==> src/rtl/core/swlr_pkg.sv <==
`timescale 1ns / 1ps
`default_nettype none

package swlr_pkg;

  localparam int FRAC_BITS = 13;
  localparam int MAX_WIDTH = 63;
  localparam logic [23:0] MARKER_COLOR = 24'h909030;
  localparam int MARKER_MIN = 5;

  localparam int CRD_W  = 18;
  localparam int PROD_W = 2 * CRD_W;
  localparam int ACC_W  = 32;
  localparam int COL_W  = ACC_W - FRAC_BITS + 1;
  localparam int SPAN_W = 8;
  localparam int ROWS_W = 17;
  localparam int CNT_W  = $clog2(PROD_W + 1);

  typedef enum logic [1:0] {
    REG_CLIP_W,
    REG_CLIP_H,
    REG_ORG_X,
    REG_ORG_Y
  } reg_e;

  typedef struct packed {
    logic              opcode;
    logic signed [15:0] start_x;
    logic signed [15:0] start_y;
    logic signed [15:0] end_x;
    logic signed [15:0] end_y;
    logic [23:0]        start_color;
    logic [23:0]        end_color;
    logic [5:0]         line_width;
  } in_item_t;

  typedef struct packed {
    logic [12:0]        clip_width;
    logic [12:0]        clip_height;
    logic signed [15:0] origin_x;
    logic signed [15:0] origin_y;
  } cfg_t;

  typedef enum logic [1:0] {
    CMD_ADV,
    CMD_SETUP,
    CMD_KILL
  } cmd_e;

  typedef struct packed {
    logic                     x_major;
    logic                     row_dir;
    logic [ACC_W-1:0]         x_acc;
    logic [ACC_W-1:0]         x_step;
    logic [15:0]              row_y;
    logic [ROWS_W-1:0]        rows_left;
    logic signed [SPAN_W-1:0] span_lo;
    logic signed [SPAN_W-1:0] span_hi;
    logic [2:0][ACC_W-1:0]    c_acc;
    logic [2:0][ACC_W-1:0]    c_step;
  } line_t;

  typedef struct packed {
    cmd_e  kind;
    line_t line;
  } cmd_t;

  typedef struct packed {
    logic        pixel_valid;
    logic [15:0] pixel_x;
    logic [15:0] pixel_y;
    logic [23:0] pixel_color;
    logic        last_pixel;
  } res_t;

  typedef enum logic [3:0] {
    F_IDLE,
    F_XCLIP,
    F_XR,
    F_YT,
    F_YB,
    F_FIN,
    F_MUL,
    F_DIVGO,
    F_DIVW,
    F_APPLY,
    F_SEND,
    F_KILL
  } front_e;

  typedef enum logic [3:0] {
    J_XL_Y,
    J_XL_C,
    J_XR_Y,
    J_XR_C,
    J_YT_X,
    J_YT_C,
    J_YB_X,
    J_YB_C,
    J_XS,
    J_CS
  } job_e;

  typedef enum logic [1:0] {
    W_IDLE,
    W_SKIP,
    W_PUSH
  } walk_e;

  function automatic logic signed [COL_W-1:0] col_floor(input logic [ACC_W-1:0] a);
    logic signed [ACC_W-1:0] s;
    s = $signed(a);
    return COL_W'(s >>> FRAC_BITS);
  endfunction

endpackage

`default_nettype wire

==> src/rtl/core/swlr_div.sv <==
`timescale 1ns / 1ps
`default_nettype none

module swlr_div import swlr_pkg::*; (
  input  wire logic                     clk_i,
  input  wire logic                     rst_ni,
  input  wire logic                     start_i,
  input  wire logic signed [PROD_W-1:0] num_i,
  input  wire logic signed [CRD_W-1:0]  den_i,
  output logic                          done_o,
  output logic signed [PROD_W-1:0]      quot_o
);

  logic               busy_q, busy_d, done_q, done_d;
  logic [CNT_W-1:0]   cnt_q, cnt_d;
  logic [CRD_W-1:0]   rem_q, rem_d;
  logic [PROD_W-1:0]  quo_q, quo_d;
  logic [CRD_W-1:0]   dmag_q, dmag_d;
  logic               neg_q, neg_d, dz_q, dz_d;
  logic [CRD_W:0]     rsh;
  logic [CRD_W:0]     rsub;

  assign rsh  = {rem_q, quo_q[PROD_W-1]};
  assign rsub = rsh - {1'b0, dmag_q};

  always_comb begin
    busy_d = busy_q;
    done_d = 1'b0;
    cnt_d  = cnt_q;
    rem_d  = rem_q;
    quo_d  = quo_q;
    dmag_d = dmag_q;
    neg_d  = neg_q;
    dz_d   = dz_q;
    if (start_i) begin
      busy_d = 1'b1;
      cnt_d  = CNT_W'(PROD_W);
      rem_d  = '0;
      quo_d  = num_i[PROD_W-1] ? PROD_W'(-num_i) : PROD_W'(num_i);
      dmag_d = den_i[CRD_W-1] ? CRD_W'(-den_i) : CRD_W'(den_i);
      neg_d  = num_i[PROD_W-1] ^ den_i[CRD_W-1];
      dz_d   = (den_i == '0);
    end else if (busy_q) begin
      if (rsh >= {1'b0, dmag_q}) begin
        rem_d = rsub[CRD_W-1:0];
        quo_d = {quo_q[PROD_W-2:0], 1'b1};
      end else begin
        rem_d = rsh[CRD_W-1:0];
        quo_d = {quo_q[PROD_W-2:0], 1'b0};
      end
      cnt_d = cnt_q - CNT_W'(1);
      if (cnt_q == CNT_W'(1)) begin
        busy_d = 1'b0;
        done_d = 1'b1;
      end
    end
  end

  always_ff @(posedge clk_i or negedge rst_ni) begin
    if (!rst_ni) begin
      busy_q <= 1'b0;
      done_q <= 1'b0;
      cnt_q  <= '0;
    end else begin
      busy_q <= busy_d;
      done_q <= done_d;
      cnt_q  <= cnt_d;
    end
  end

  always_ff @(posedge clk_i) begin
    rem_q  <= rem_d;
    quo_q  <= quo_d;
    dmag_q <= dmag_d;
    neg_q  <= neg_d;
    dz_q   <= dz_d;
  end

  assign done_o = done_q;
  assign quot_o = dz_q ? '0 : (neg_q ? -$signed(quo_q) : $signed(quo_q));

endmodule

`default_nettype wire

==> src/rtl/core/swlr_setup.sv <==
`timescale 1ns / 1ps
`default_nettype none

module swlr_setup import swlr_pkg::*; (
  input  wire logic     clk_i,
  input  wire logic     rst_ni,
  input  wire cfg_t     cfg_i,
  input  wire logic     push_i,
  input  wire in_item_t item_i,
  output logic          full_o,
  output logic          cmd_valid_o,
  output cmd_t          cmd_o,
  input  wire logic     cmd_ready_i
);

  // input queue
  in_item_t   in_mem_q [2];
  logic       in_wr_q, in_rd_q;
  logic [1:0] in_cnt_q;
  logic       in_pop, in_push;
  in_item_t   head;

  assign full_o  = (in_cnt_q == 2'd2);
  assign in_push = push_i && !full_o;
  assign head    = in_mem_q[in_rd_q];

  always_ff @(posedge clk_i) begin
    if (in_push) in_mem_q[in_wr_q] <= item_i;
  end

  always_ff @(posedge clk_i or negedge rst_ni) begin
    if (!rst_ni) begin
      in_wr_q  <= 1'b0;
      in_rd_q  <= 1'b0;
      in_cnt_q <= '0;
    end else begin
      if (in_push) in_wr_q <= !in_wr_q;
      if (in_pop) in_rd_q <= !in_rd_q;
      in_cnt_q <= in_cnt_q + {1'b0, in_push} - {1'b0, in_pop};
    end
  end

  front_e                  state_q, state_d;
  job_e                    job_q, job_d;
  logic [1:0]              k_q, k_d;
  logic signed [CRD_W-1:0] x1_q, x1_d, y1_q, y1_d, x2_q, x2_d, y2_q, y2_d;
  logic [2:0][7:0]         c1_q, c1_d, c2_q, c2_d;
  logic [5:0]              lw_q, lw_d;
  logic                    xne_q, xne_d, yne_q, yne_d, dir_q, dir_d, xmaj_q, xmaj_d;
  logic signed [CRD_W-1:0] dy1_q, dy1_d, dx_q, dx_d, qd_q, qd_d;
  logic [ACC_W-1:0]        xstep_q, xstep_d;
  logic [2:0][ACC_W-1:0]   cstep_q, cstep_d;
  logic signed [PROD_W-1:0] prod_q, prod_d;
  logic signed [CRD_W-1:0]  den_q, den_d;

  logic                     div_start, div_done;
  logic signed [PROD_W-1:0] quot;
  logic signed [CRD_W-1:0]  qc;
  logic [7:0]               q8;

  logic signed [CRD_W-1:0] sxl, syl, one, op_a, op_b, op_d, c1e, c2e, dy;
  logic [5:0]              lw_sat;
  logic signed [SPAN_W-1:0] s_lo, s_hi;

  swlr_div u_div (
    .clk_i  (clk_i),
    .rst_ni (rst_ni),
    .start_i(div_start),
    .num_i  (prod_q),
    .den_i  (den_q),
    .done_o (div_done),
    .quot_o (quot)
  );

  assign qc  = quot[CRD_W-1:0];
  assign q8  = quot[7:0];
  assign sxl = $signed({{(CRD_W-13){1'b0}}, cfg_i.clip_width});
  assign syl = $signed({{(CRD_W-13){1'b0}}, cfg_i.clip_height});
  assign one = CRD_W'(1) <<< FRAC_BITS;
  assign c1e = $signed({{(CRD_W-8){1'b0}}, c1_q[k_q]});
  assign c2e = $signed({{(CRD_W-8){1'b0}}, c2_q[k_q]});
  assign dy  = y2_q - y1_q;

  always_comb begin
    op_a = '0;
    op_b = '0;
    op_d = x2_q - x1_q;
    unique case (job_q)
      J_XL_Y: begin op_a = x1_q;        op_b = y1_q - y2_q; end
      J_XL_C: begin op_a = c1e - c2e;   op_b = x1_q;        end
      J_XR_Y: begin op_a = y2_q - y1_q; op_b = x2_q - sxl;  end
      J_XR_C: begin op_a = x2_q - sxl;  op_b = c2e - c1e;   end
      J_YT_X: begin op_a = y1_q;        op_b = x1_q - x2_q; op_d = y2_q - y1_q; end
      J_YT_C: begin op_a = c1e - c2e;   op_b = y1_q;        op_d = y2_q - y1_q; end
      J_YB_X: begin op_a = x2_q - x1_q; op_b = y2_q - syl;  op_d = y2_q - y1_q; end
      J_YB_C: begin op_a = y2_q - syl;  op_b = c2e - c1e;   op_d = y2_q - y1_q; end
      J_XS:   begin op_a = dx_q;        op_b = one;         op_d = dy1_q; end
      J_CS:   begin op_a = c2e - c1e;   op_b = one;         op_d = qd_q;  end
      default: ;
    endcase
  end

  assign lw_sat = (lw_q > 6'(MAX_WIDTH)) ? 6'(MAX_WIDTH) : lw_q;
  assign s_lo   = (lw_sat > 6'd1) ? -$signed({2'b00, lw_sat[5:1]}) : '0;
  assign s_hi   = (lw_sat > 6'd1) ? s_lo + $signed({2'b00, lw_sat}) : SPAN_W'(1);

  always_comb begin
    cmd_o.kind           = CMD_SETUP;
    cmd_o.line.x_major   = xmaj_q;
    cmd_o.line.row_dir   = dir_q;
    cmd_o.line.x_acc     = ACC_W'(x1_q) << FRAC_BITS;
    cmd_o.line.x_step    = xstep_q;
    cmd_o.line.row_y     = y1_q[15:0];
    cmd_o.line.rows_left = ROWS_W'(dy1_q + CRD_W'(1));
    cmd_o.line.span_lo   = s_lo;
    cmd_o.line.span_hi   = s_hi;
    cmd_o.line.c_step    = cstep_q;
    for (int i = 0; i < 3; i++) cmd_o.line.c_acc[i] = ACC_W'(c1_q[i]) << FRAC_BITS;
    if (state_q == F_IDLE) cmd_o.kind = CMD_ADV;
    else if (state_q == F_KILL) cmd_o.kind = CMD_KILL;
  end

  always_comb begin
    state_d     = state_q;
    job_d       = job_q;
    k_d         = k_q;
    x1_d        = x1_q;
    y1_d        = y1_q;
    x2_d        = x2_q;
    y2_d        = y2_q;
    c1_d        = c1_q;
    c2_d        = c2_q;
    lw_d        = lw_q;
    xne_d       = xne_q;
    yne_d       = yne_q;
    dir_d       = dir_q;
    xmaj_d      = xmaj_q;
    dy1_d       = dy1_q;
    dx_d        = dx_q;
    qd_d        = qd_q;
    xstep_d     = xstep_q;
    cstep_d     = cstep_q;
    prod_d      = prod_q;
    den_d       = den_q;
    div_start   = 1'b0;
    in_pop      = 1'b0;
    cmd_valid_o = 1'b0;
    unique case (state_q)
      F_IDLE: begin
        if (in_cnt_q != 2'd0) begin
          if (head.opcode) begin
            cmd_valid_o = 1'b1;
            in_pop      = cmd_ready_i;
          end else begin
            in_pop = 1'b1;
            lw_d   = head.line_width;
            if (head.start_x > head.end_x) begin
              x1_d = CRD_W'(head.end_x);
              y1_d = CRD_W'(head.end_y);
              x2_d = CRD_W'(head.start_x);
              y2_d = CRD_W'(head.start_y);
              c1_d = head.end_color;
              c2_d = head.start_color;
            end else begin
              x1_d = CRD_W'(head.start_x);
              y1_d = CRD_W'(head.start_y);
              x2_d = CRD_W'(head.end_x);
              y2_d = CRD_W'(head.end_y);
              c1_d = head.start_color;
              c2_d = head.end_color;
            end
            state_d = F_XCLIP;
          end
        end
      end
      F_XCLIP: begin
        xne_d = (x2_q != x1_q);
        if (x2_q < 0 || x1_q >= sxl) begin
          state_d = F_KILL;
        end else if (x2_q != x1_q && x1_q < 0) begin
          job_d   = J_XL_Y;
          state_d = F_MUL;
        end else begin
          state_d = F_XR;
        end
      end
      F_XR: begin
        if (xne_q && x2_q >= sxl) begin
          job_d   = J_XR_Y;
          state_d = F_MUL;
        end else begin
          state_d = F_YT;
        end
      end
      F_YT: begin
        yne_d = (y2_q != y1_q);
        if (y2_q != y1_q && y1_q < 0) begin
          job_d   = J_YT_X;
          state_d = F_MUL;
        end else begin
          state_d = F_YB;
        end
      end
      F_YB: begin
        if (yne_q && y2_q >= syl) begin
          job_d   = J_YB_X;
          state_d = F_MUL;
        end else begin
          state_d = F_FIN;
        end
      end
      F_FIN: begin
        if (dy > 0) begin
          dir_d = 1'b0;
          dy1_d = dy + CRD_W'(1);
        end else begin
          dir_d = 1'b1;
          dy1_d = CRD_W'(1) - dy;
        end
        dx_d   = x2_q - x1_q;
        xmaj_d = (dx_d >= dy1_d);
        qd_d   = xmaj_d ? dx_d + CRD_W'(1) : dy1_d + CRD_W'(1);
        if ((dy > 0) ? (y2_q < 0 || y1_q >= syl) : (y1_q < 0 || y2_q >= syl)) begin
          state_d = F_KILL;
        end else begin
          job_d   = J_XS;
          state_d = F_MUL;
        end
      end
      F_MUL: begin
        prod_d  = op_a * op_b;
        den_d   = op_d;
        state_d = F_DIVGO;
      end
      F_DIVGO: begin
        div_start = 1'b1;
        state_d   = F_DIVW;
      end
      F_DIVW: begin
        if (div_done) state_d = F_APPLY;
      end
      F_APPLY: begin
        state_d = F_MUL;
        unique case (job_q)
          J_XL_Y: begin y1_d = y1_q + qc; job_d = J_XL_C; k_d = '0; end
          J_XR_Y: begin y2_d = y2_q - qc; job_d = J_XR_C; k_d = '0; end
          J_YT_X: begin x1_d = x1_q + qc; job_d = J_YT_C; k_d = '0; end
          J_YB_X: begin x2_d = x2_q - qc; job_d = J_YB_C; k_d = '0; end
          J_XS:   begin xstep_d = quot[ACC_W-1:0]; job_d = J_CS; k_d = '0; end
          J_XL_C: c1_d[k_q] = c1_q[k_q] + q8;
          J_YT_C: c1_d[k_q] = c1_q[k_q] + q8;
          J_XR_C: c2_d[k_q] = c2_q[k_q] - q8;
          J_YB_C: c2_d[k_q] = c2_q[k_q] - q8;
          J_CS:   cstep_d[k_q] = quot[ACC_W-1:0];
          default: ;
        endcase
        if (job_q == J_XL_C || job_q == J_XR_C || job_q == J_YT_C ||
            job_q == J_YB_C || job_q == J_CS) begin
          k_d = k_q + 2'd1;
          if (k_q == 2'd2) begin
            k_d = '0;
            unique case (job_q)
              J_XL_C: begin x1_d = '0; state_d = F_XR; end
              J_XR_C: begin x2_d = sxl - CRD_W'(1); state_d = F_YT; end
              J_YT_C: begin y1_d = '0; state_d = F_YB; end
              J_YB_C: begin y2_d = syl - CRD_W'(1); state_d = F_FIN; end
              default: state_d = F_SEND;
            endcase
          end
        end
      end
      F_SEND: begin
        cmd_valid_o = 1'b1;
        if (cmd_ready_i) state_d = F_IDLE;
      end
      F_KILL: begin
        cmd_valid_o = 1'b1;
        if (cmd_ready_i) state_d = F_IDLE;
      end
      default: state_d = F_IDLE;
    endcase
  end

  always_ff @(posedge clk_i or negedge rst_ni) begin
    if (!rst_ni) begin
      state_q <= F_IDLE;
      job_q   <= J_XL_Y;
      k_q     <= '0;
    end else begin
      state_q <= state_d;
      job_q   <= job_d;
      k_q     <= k_d;
    end
  end

  always_ff @(posedge clk_i) begin
    x1_q    <= x1_d;
    y1_q    <= y1_d;
    x2_q    <= x2_d;
    y2_q    <= y2_d;
    c1_q    <= c1_d;
    c2_q    <= c2_d;
    lw_q    <= lw_d;
    xne_q   <= xne_d;
    yne_q   <= yne_d;
    dir_q   <= dir_d;
    xmaj_q  <= xmaj_d;
    dy1_q   <= dy1_d;
    dx_q    <= dx_d;
    qd_q    <= qd_d;
    xstep_q <= xstep_d;
    cstep_q <= cstep_d;
    prod_q  <= prod_d;
    den_q   <= den_d;
  end

`ifndef SYNTHESIS
  a_div_wait: assert property (@(posedge clk_i) disable iff (!rst_ni)
    state_q == F_DIVGO |=> state_q == F_DIVW)
    else $error("divider not waited on");
  a_no_pop_busy: assert property (@(posedge clk_i) disable iff (!rst_ni)
    in_pop |-> state_q == F_IDLE && in_cnt_q != 2'd0)
    else $error("input popped while busy");
  a_in_cnt: assert property (@(posedge clk_i) disable iff (!rst_ni)
    in_cnt_q != 2'd3)
    else $error("input queue overflow");
`endif

endmodule

`default_nettype wire

==> src/rtl/core/swlr_walk.sv <==
`timescale 1ns / 1ps
`default_nettype none

module swlr_walk import swlr_pkg::*; (
  input  wire logic clk_i,
  input  wire logic rst_ni,
  input  wire cfg_t cfg_i,
  input  wire logic cmd_valid_i,
  input  wire cmd_t cmd_i,
  output logic      cmd_ready_o,
  output logic      empty_o,
  input  wire logic pop_i,
  output res_t      res_o
);

  // command queue
  cmd_t       mid_mem_q [2];
  logic       mid_wr_q, mid_rd_q;
  logic [1:0] mid_cnt_q;
  logic       mid_push, mid_pop;
  cmd_t       cmd;

  assign cmd_ready_o = (mid_cnt_q != 2'd2);
  assign mid_push    = cmd_valid_i && cmd_ready_o;
  assign cmd         = mid_mem_q[mid_rd_q];

  always_ff @(posedge clk_i) begin
    if (mid_push) mid_mem_q[mid_wr_q] <= cmd_i;
  end

  // result queue
  res_t       out_mem_q [2];
  logic       out_wr_q, out_rd_q;
  logic [1:0] out_cnt_q;
  logic       out_push, out_pop, out_full;
  res_t       out_d;

  assign empty_o  = (out_cnt_q == 2'd0);
  assign out_full = (out_cnt_q == 2'd2);
  assign out_pop  = pop_i && !empty_o;
  assign res_o    = out_mem_q[out_rd_q];

  always_ff @(posedge clk_i) begin
    if (out_push) out_mem_q[out_wr_q] <= out_d;
  end

  always_ff @(posedge clk_i or negedge rst_ni) begin
    if (!rst_ni) begin
      mid_wr_q  <= 1'b0;
      mid_rd_q  <= 1'b0;
      mid_cnt_q <= '0;
      out_wr_q  <= 1'b0;
      out_rd_q  <= 1'b0;
      out_cnt_q <= '0;
    end else begin
      if (mid_push) mid_wr_q <= !mid_wr_q;
      if (mid_pop) mid_rd_q <= !mid_rd_q;
      mid_cnt_q <= mid_cnt_q + {1'b0, mid_push} - {1'b0, mid_pop};
      if (out_push) out_wr_q <= !out_wr_q;
      if (out_pop) out_rd_q <= !out_rd_q;
      out_cnt_q <= out_cnt_q + {1'b0, out_push} - {1'b0, out_pop};
    end
  end

  walk_e                    state_q, state_d;
  logic                     active_q, active_d;
  logic                     xmaj_q, xmaj_d, dir_q, dir_d, pend_q, pend_d;
  logic [ACC_W-1:0]         acc_q, acc_d, step_q, step_d;
  logic [15:0]              row_q, row_d;
  logic [ROWS_W-1:0]        rows_q, rows_d;
  logic signed [COL_W-1:0]  col_q, col_d;
  logic signed [SPAN_W-1:0] span_q, span_d, lo_q, lo_d, hi_q, hi_d, span_n;
  logic [2:0][ACC_W-1:0]    cacc_q, cacc_d, cstep_q, cstep_d;
  res_t                     pix_q, pix_d, pix;
  logic [ACC_W-1:0]         accn;
  logic signed [COL_W-1:0]  ce, cur, col_n;
  logic                     do_next;

  assign accn   = acc_q + step_q;
  assign ce     = col_floor(accn);
  assign cur    = col_floor(acc_q);
  assign col_n  = col_q + COL_W'(1);
  assign span_n = span_q + SPAN_W'(1);

  always_comb begin
    pix.pixel_valid = 1'b1;
    pix.last_pixel  = 1'b0;
    if (xmaj_q) begin
      pix.pixel_x = col_q[15:0] - cfg_i.origin_x;
      pix.pixel_y = row_q - cfg_i.origin_y + 16'(span_q);
    end else begin
      pix.pixel_x = cur[15:0] - cfg_i.origin_x + 16'(span_q);
      pix.pixel_y = row_q - cfg_i.origin_y;
    end
    if (span_q == '0 && (hi_q - lo_q) > SPAN_W'(MARKER_MIN)) begin
      pix.pixel_color = MARKER_COLOR;
    end else begin
      for (int i = 0; i < 3; i++)
        pix.pixel_color[8*i +: 8] = cacc_q[i][FRAC_BITS +: 8];
    end
  end

  always_comb begin
    state_d  = state_q;
    active_d = active_q;
    xmaj_d   = xmaj_q;
    dir_d    = dir_q;
    pend_d   = pend_q;
    acc_d    = acc_q;
    step_d   = step_q;
    row_d    = row_q;
    rows_d   = rows_q;
    col_d    = col_q;
    span_d   = span_q;
    lo_d     = lo_q;
    hi_d     = hi_q;
    cacc_d   = cacc_q;
    cstep_d  = cstep_q;
    pix_d    = pix_q;
    mid_pop  = 1'b0;
    out_push = 1'b0;
    do_next  = 1'b0;
    out_d    = pix_q;
    out_d.last_pixel = pix_q.pixel_valid && !active_q;
    unique case (state_q)
      W_IDLE: begin
        if (mid_cnt_q != 2'd0) begin
          mid_pop = 1'b1;
          unique case (cmd.kind)
            CMD_KILL: active_d = 1'b0;
            CMD_SETUP: begin
              active_d = 1'b1;
              xmaj_d   = cmd.line.x_major;
              dir_d    = cmd.line.row_dir;
              acc_d    = cmd.line.x_acc;
              step_d   = cmd.line.x_step;
              row_d    = cmd.line.row_y;
              rows_d   = cmd.line.rows_left;
              col_d    = col_floor(cmd.line.x_acc);
              span_d   = cmd.line.span_lo;
              lo_d     = cmd.line.span_lo;
              hi_d     = cmd.line.span_hi;
              cacc_d   = cmd.line.c_acc;
              cstep_d  = cmd.line.c_step;
              pend_d   = 1'b0;
              state_d  = W_SKIP;
            end
            default: begin
              if (!active_q) begin
                pix_d   = '0;
                state_d = W_PUSH;
              end else begin
                pix_d   = pix;
                pend_d  = 1'b1;
                state_d = W_SKIP;
                if (span_n < hi_q) begin
                  span_d = span_n;
                end else begin
                  span_d = lo_q;
                  for (int i = 0; i < 3; i++) cacc_d[i] = cacc_q[i] + cstep_q[i];
                  if (xmaj_q && col_n <= ce) col_d = col_n;
                  else do_next = 1'b1;
                end
              end
            end
          endcase
        end
      end
      W_SKIP: begin
        if (active_q && xmaj_q && col_q > ce) do_next = 1'b1;
        else state_d = pend_q ? W_PUSH : W_IDLE;
      end
      W_PUSH: begin
        if (!out_full) begin
          out_push = 1'b1;
          state_d  = W_IDLE;
        end
      end
      default: state_d = W_IDLE;
    endcase
    if (do_next) begin
      acc_d  = accn;
      row_d  = dir_q ? row_q - 16'd1 : row_q + 16'd1;
      rows_d = rows_q - ROWS_W'(1);
      if (rows_q == ROWS_W'(1)) active_d = 1'b0;
      else if (xmaj_q) col_d = ce;
    end
  end

  always_ff @(posedge clk_i or negedge rst_ni) begin
    if (!rst_ni) begin
      state_q  <= W_IDLE;
      active_q <= 1'b0;
      pend_q   <= 1'b0;
    end else begin
      state_q  <= state_d;
      active_q <= active_d;
      pend_q   <= pend_d;
    end
  end

  always_ff @(posedge clk_i) begin
    xmaj_q  <= xmaj_d;
    dir_q   <= dir_d;
    acc_q   <= acc_d;
    step_q  <= step_d;
    row_q   <= row_d;
    rows_q  <= rows_d;
    col_q   <= col_d;
    span_q  <= span_d;
    lo_q    <= lo_d;
    hi_q    <= hi_d;
    cacc_q  <= cacc_d;
    cstep_q <= cstep_d;
    pix_q   <= pix_d;
  end

`ifndef SYNTHESIS
  a_push_done: assert property (@(posedge clk_i) disable iff (!rst_ni)
    state_q == W_PUSH && !out_full |=> state_q == W_IDLE)
    else $error("result transfer did not return to idle");
  a_kill: assert property (@(posedge clk_i) disable iff (!rst_ni)
    state_q == W_IDLE && mid_pop && cmd.kind == CMD_KILL |=> !active_q)
    else $error("line still active after kill");
  a_out_room: assert property (@(posedge clk_i) disable iff (!rst_ni)
    out_push |-> out_cnt_q != 2'd2 || out_pop)
    else $error("result queue overflow");
  a_cnt: assert property (@(posedge clk_i) disable iff (!rst_ni)
    mid_cnt_q != 2'd3 && out_cnt_q != 2'd3)
    else $error("queue count out of range");
`endif

endmodule

`default_nettype wire

==> src/rtl/core/shaded_wide_line_rasterizer.sv <==
// channel | handshake             | payload
// input   | push / full           | opcode_i, start/end x y, colors, line_width_i
// result  | empty / pop           | pixel_valid_o, pixel_x/y_o, pixel_color_o, last_pixel_o
// config  | cfg_valid / cfg_ready | cfg_index_i, cfg_data_i
//
// an advance item passes from the input queue through the command queue and the walker into the result queue
// a start item that is drawn runs 4 to 20 divisions on the shared 36-step divider
// a line dropped at the first x test needs no division; one dropped at the final y test may have run clip divisions
// reset clears all queues and leaves no line active; config resets to 640 x 480, origin 0
// a full result queue stalls the walker; the setup side keeps working into its command queue
`timescale 1ns / 1ps
`default_nettype none

module shaded_wide_line_rasterizer import swlr_pkg::*; (
  input  wire logic        clk_i,
  input  wire logic        rst_ni,
  input  wire logic        push,
  output logic             full,
  input  wire logic        opcode_i,
  input  wire logic [15:0] start_x_i,
  input  wire logic [15:0] start_y_i,
  input  wire logic [15:0] end_x_i,
  input  wire logic [15:0] end_y_i,
  input  wire logic [23:0] start_color_i,
  input  wire logic [23:0] end_color_i,
  input  wire logic [5:0]  line_width_i,
  output logic             empty,
  input  wire logic        pop,
  output logic             pixel_valid_o,
  output logic [15:0]      pixel_x_o,
  output logic [15:0]      pixel_y_o,
  output logic [23:0]      pixel_color_o,
  output logic             last_pixel_o,
  input  wire logic        cfg_valid,
  output logic             cfg_ready,
  input  wire logic [1:0]  cfg_index_i,
  input  wire logic [15:0] cfg_data_i
);

  cfg_t     cfg_q;
  in_item_t item;
  logic     cmd_valid, cmd_ready;
  cmd_t     cmd;
  res_t     res;

  assign cfg_ready = 1'b1;

  always_ff @(posedge clk_i or negedge rst_ni) begin
    if (!rst_ni) begin
      cfg_q.clip_width  <= 13'd640;
      cfg_q.clip_height <= 13'd480;
      cfg_q.origin_x    <= '0;
      cfg_q.origin_y    <= '0;
    end else if (cfg_valid && cfg_ready) begin
      unique case (reg_e'(cfg_index_i))
        REG_CLIP_W: cfg_q.clip_width  <= cfg_data_i[12:0];
        REG_CLIP_H: cfg_q.clip_height <= cfg_data_i[12:0];
        REG_ORG_X:  cfg_q.origin_x    <= cfg_data_i;
        REG_ORG_Y:  cfg_q.origin_y    <= cfg_data_i;
        default: ;
      endcase
    end
  end

  assign item.opcode      = opcode_i;
  assign item.start_x     = start_x_i;
  assign item.start_y     = start_y_i;
  assign item.end_x       = end_x_i;
  assign item.end_y       = end_y_i;
  assign item.start_color = start_color_i;
  assign item.end_color   = end_color_i;
  assign item.line_width  = line_width_i;

  swlr_setup u_setup (
    .clk_i      (clk_i),
    .rst_ni     (rst_ni),
    .cfg_i      (cfg_q),
    .push_i     (push),
    .item_i     (item),
    .full_o     (full),
    .cmd_valid_o(cmd_valid),
    .cmd_o      (cmd),
    .cmd_ready_i(cmd_ready)
  );

  swlr_walk u_walk (
    .clk_i      (clk_i),
    .rst_ni     (rst_ni),
    .cfg_i      (cfg_q),
    .cmd_valid_i(cmd_valid),
    .cmd_i      (cmd),
    .cmd_ready_o(cmd_ready),
    .empty_o    (empty),
    .pop_i      (pop),
    .res_o      (res)
  );

  assign pixel_valid_o = res.pixel_valid;
  assign pixel_x_o     = res.pixel_x;
  assign pixel_y_o     = res.pixel_y;
  assign pixel_color_o = res.pixel_color;
  assign last_pixel_o  = res.last_pixel;

endmodule

`default_nettype wire
==> config.mk <==
export PLATFORM = sky130hd
export DESIGN_NAME = shaded_wide_line_rasterizer
export DESIGN_NICKNAME = d
export VERILOG_FILES = /design/src/rtl/core/swlr_pkg.sv /design/src/rtl/core/swlr_div.sv /design/src/rtl/core/swlr_setup.sv /design/src/rtl/core/swlr_walk.sv /design/src/rtl/core/shaded_wide_line_rasterizer.sv
export SDC_FILE = /design/constraint.sdc
export NUM_CORES = 2
export LEC_CHECK = 0
export BUFFER_PORTS_ARGS = -buffer_cell sky130_fd_sc_hd__clkbuf_2
export CAP_MARGIN = 20
export CORE_ASPECT_RATIO = 0.75
export CORE_MARGIN = 2
export CORE_UTILIZATION = 62
export DETAILED_ROUTE_END_ITERATION = 6
export PLACE_DENSITY = 0.77
export SLEW_MARGIN = 20
export SYNTH_ARGS = -nofsm -noshare
export SYNTH_HDL_FRONTEND = slang
export SYNTH_SLANG_ARGS = --single-unit
==> constraint.sdc <==
create_clock -name clk_i -period 24.4 [get_ports clk_i]
set_input_delay 1.22 -clock clk_i [delete_from_list [all_inputs] [get_ports clk_i]]
set_output_delay 1.22 -clock clk_i [all_outputs]
set_load 0.01 [all_outputs]
==> flow_summary_export.csv <==
group,metric,value,unit
timing,worst_slew_pin_slew,1400,ps
setup_path,crit_fanout,23,
global_routing,grt_max_degree,122,
synthesis,yosysSeqAreaShare,47.0,%
placement,placed_cells,10800,
synthesis,syn_area,0.0977,mm^2
setup_path,reg2reg_from,"u_setup.k_q[1]$_DFFE_PN0P_",
floorplanning,fp-row-count,126,
clock_network,cts_tree,"done",
timing,max_freq,86.1,MHz
synthesis,post-synth-top-area-fraction,43.9,%
timing,relSlewSlack,5.38,%
synthesis,synthTopCellsByArea,"edfxtp_1, ha_1, fa_1",
detailed_routing,drtPass1Iterations,7,
detailed_routing,drt_iter0_drc,9685,
clock_network,clock_latency,850,ps
flow_run,drv_cap,0,
floorplanning,dieArea,0.161,mm^2
setup_path,cp_top_family,"compound AO/OA/AOI/OAI gates",
synthesis,yosysTopAreaCell,"edfxtp_1",
setup_path,cp-start-kind,"flop",
global_routing,overflow,0,
detailed_routing,ant_nets,0,
detailed_routing,avgRoutedWirePerCell,27.4,um
synthesis,synth_edf_count,1429,
global_routing,grt_first_pass_wirelength,450000,um
synthesis,yosys-top-cells-count,"edfxtp_1, inv_1, nand2_1, ha_1, nor2_1",
global_routing,antenna_found_initial,19,
synthesis,ys_ff_latch,1559,
timing,period_share,47.6,%
outcome,status,"finished, violations left",
timing,hold_violations,0,
min_path,hp-class,"primary input to asynchronous set/reset pin",
floorplanning,boundaryPins,203,
setup_path,endpoint_kind,"flop",
synthesis,yosysMostFrequentCell,"edfxtp_1",
clock_network,numCtsBuffers,152,
clock_network,hold_buffers,0,
floorplanning,core_area,0.157,mm^2
global_routing,track_usage,37.7,%
floorplanning,die_w,462,um
setup_path,startpoint,"u_setup.k_q[1]$_DFFE_PN0P_",
synthesis,synth.avg_cell_area,11.3,um^2
layout,final_cells,11100,
setup_path,cpMostUsedCell,"fa_1",
layout,drive_gt1_share,11.6,%
clock_network,path_clk_slew,70,ps
synthesis,synth-async-reset-ratio,5.90,%
clock_network,ctsResizeCount,0,
timing,finalMaxSlewViolations,0,
timing,setup_tns,0,ps
clock_network,htreeDepth,4,
placement,dpl.hpwl,228000,um
clock_network,post_cts_buffers,0,
setup_path,slowest_delay,1050,ps
layout,fill_cells,11300,
timing,finClkSkew,70.7,ps
timing,finalSetupViolations,0,
setup_path,critPathKind,"flop to flop",
setup_path,cp_slowest_cell,"dfrtp_1",
detailed_routing,drc_errors,4,
setup_path,required,24940,ps
detailed_routing,routed_wirelength,304000,um
placement,post-place-ws,13140,ps
global_routing,grt_pass1_vias,68300,
timing,min_period,11610,ps
synthesis,synthFlopType,"edfxtp_1",
outcome,violations,"design-rule violations",
placement,globalplace.congestion,1.08,
floorplanning,die_y,348,um
placement,port_buffers,201,
synthesis,synth_cell_types,101,
floorplanning,start_util,62.3,%
timing,fin_ws,12790,ps
setup_path,cp_num_buf_inv,4,
layout,area_delta_synth_final,9.26,%
clock_network,ctsRootBufferMaster,"clkbuf_16",
detailed_routing,num_vias,71400,
detailed_routing,viasPerCell,6.43,
synthesis,syn_nets,9766,
setup_path,critPathArrivalTime,12150,ps
synthesis,synth_cells,8639,
clock_network,cts_buffer_depth,3,
layout,nets,9971,
clock_network,clkSinkCount,1559,
timing,rsz0062_at_grt,"no",
synthesis,yosysWarnings,0,
[worst paths after layout]
path / end / slack (ps) / depth (start not counted)
worst min register to register: u_walk.mid_mem_q[0][187]$_DFFE_PP_ / 420 / 0
worst max register to register: u_setup.prod_q[34]$_DFFE_PP_ / 12790 / 38
max in group asynchronous: u_setup.in_rd_q$_DFFE_PN0P_ / 22560 / 2
min in group clk_i: u_walk.mid_mem_q[0][187]$_DFFE_PP_ / 420 / 0
worst min-delay path: cfg_q[30]$_DFFE_PN0P_ / 320 / 1
worst max-delay path: u_setup.prod_q[34]$_DFFE_PP_ / 12790 / 38
[area by class of cell]
cell class,instances,area (um^2),share of cell area (%)
clock inverters,91,1090,1.02
flip-flops and latches,1559,46000,43.1
clock buffers,185,3940,3.69
repair buffers,370,2300,2.15
well taps,2112,2640,2.47
multi-input cells,5906,47600,44.6
diodes,15,37.5,0.0352
inverters,855,3210,3.01
[cells by family after synthesis]
kind of cell               synth area share [%]
AOI/OAI and AO/OA                          11.1
xor gates and xnor gates                   4.69
adders and majority gates                  15.4
buffers and inverters                      4.53
DFF                                        47.0
muxes                                      6.81
other                                   0.00384
and+or+nand+nor                            10.4
[per-stage QoR]
step / utilization, % / area, um^2 / hold WS (ps)
after floorplan: - / 97700 / 421
after global placement: 64.8 / 102000 / 422
after detailed placement: 64.8 / 102000 / 429
after CTS: 68.0 / 107000 / 292
after global routing: 68.1 / 107000 / 332
final: 68.1 / 107000 / 317
[registers in the layout (all words and copies together) (netlist names), 57 cells and up]
name / count
u_walk.out_mem_q: 116
u_walk.out_d: 57
u_walk.cacc_q: 63
u_walk.cstep_q: 63
cfg_q: 58
u_setup.cmd_o: 87
u_walk.mid_mem_q: 380
u_setup.in_mem_q: 238
[layer usage]
layer | up-vias | routed length [um] | part of all wire [%] | track usage [%]
met3 | 594 | 40700 | 13 | 11.9
met1 | 35100 | 128000 | 42 | 56.0
li1 | 31300 | - | - | -
met2 | 4332 | 125000 | 41 | 52.6
met5 | - | 94 | 0.031 | 0
met4 | 14 | 10300 | 3.4 | 11.9
[cells in the final DEF, fill, tap and decap left out, drive strengths merged, types with 40 or more instances in the layout]
master and instances:
nor2 547, buf 170, mux2 255, o21bai 54, dfrtp 86, fa 369
nor3 116, o211ai 53, a21o 148, clkbuf 385, o31ai 46, mux4 70
mux2i 219, and3 67, o21ai 514, ha 616, nand2 681, a21oi 468
edfxtp 1429, a31oi 48, inv 860, nand4 50, nor2b 142, or3 42
nand3 103, and2 102, xor2 211, a21boi 50, nand2b 114, o21a 40
xnor2 311, clkinv 67
Power is left out: the tool's default activity adds up to more than one toggle a clock period on the data nets, which glitch-free logic cannot reach.
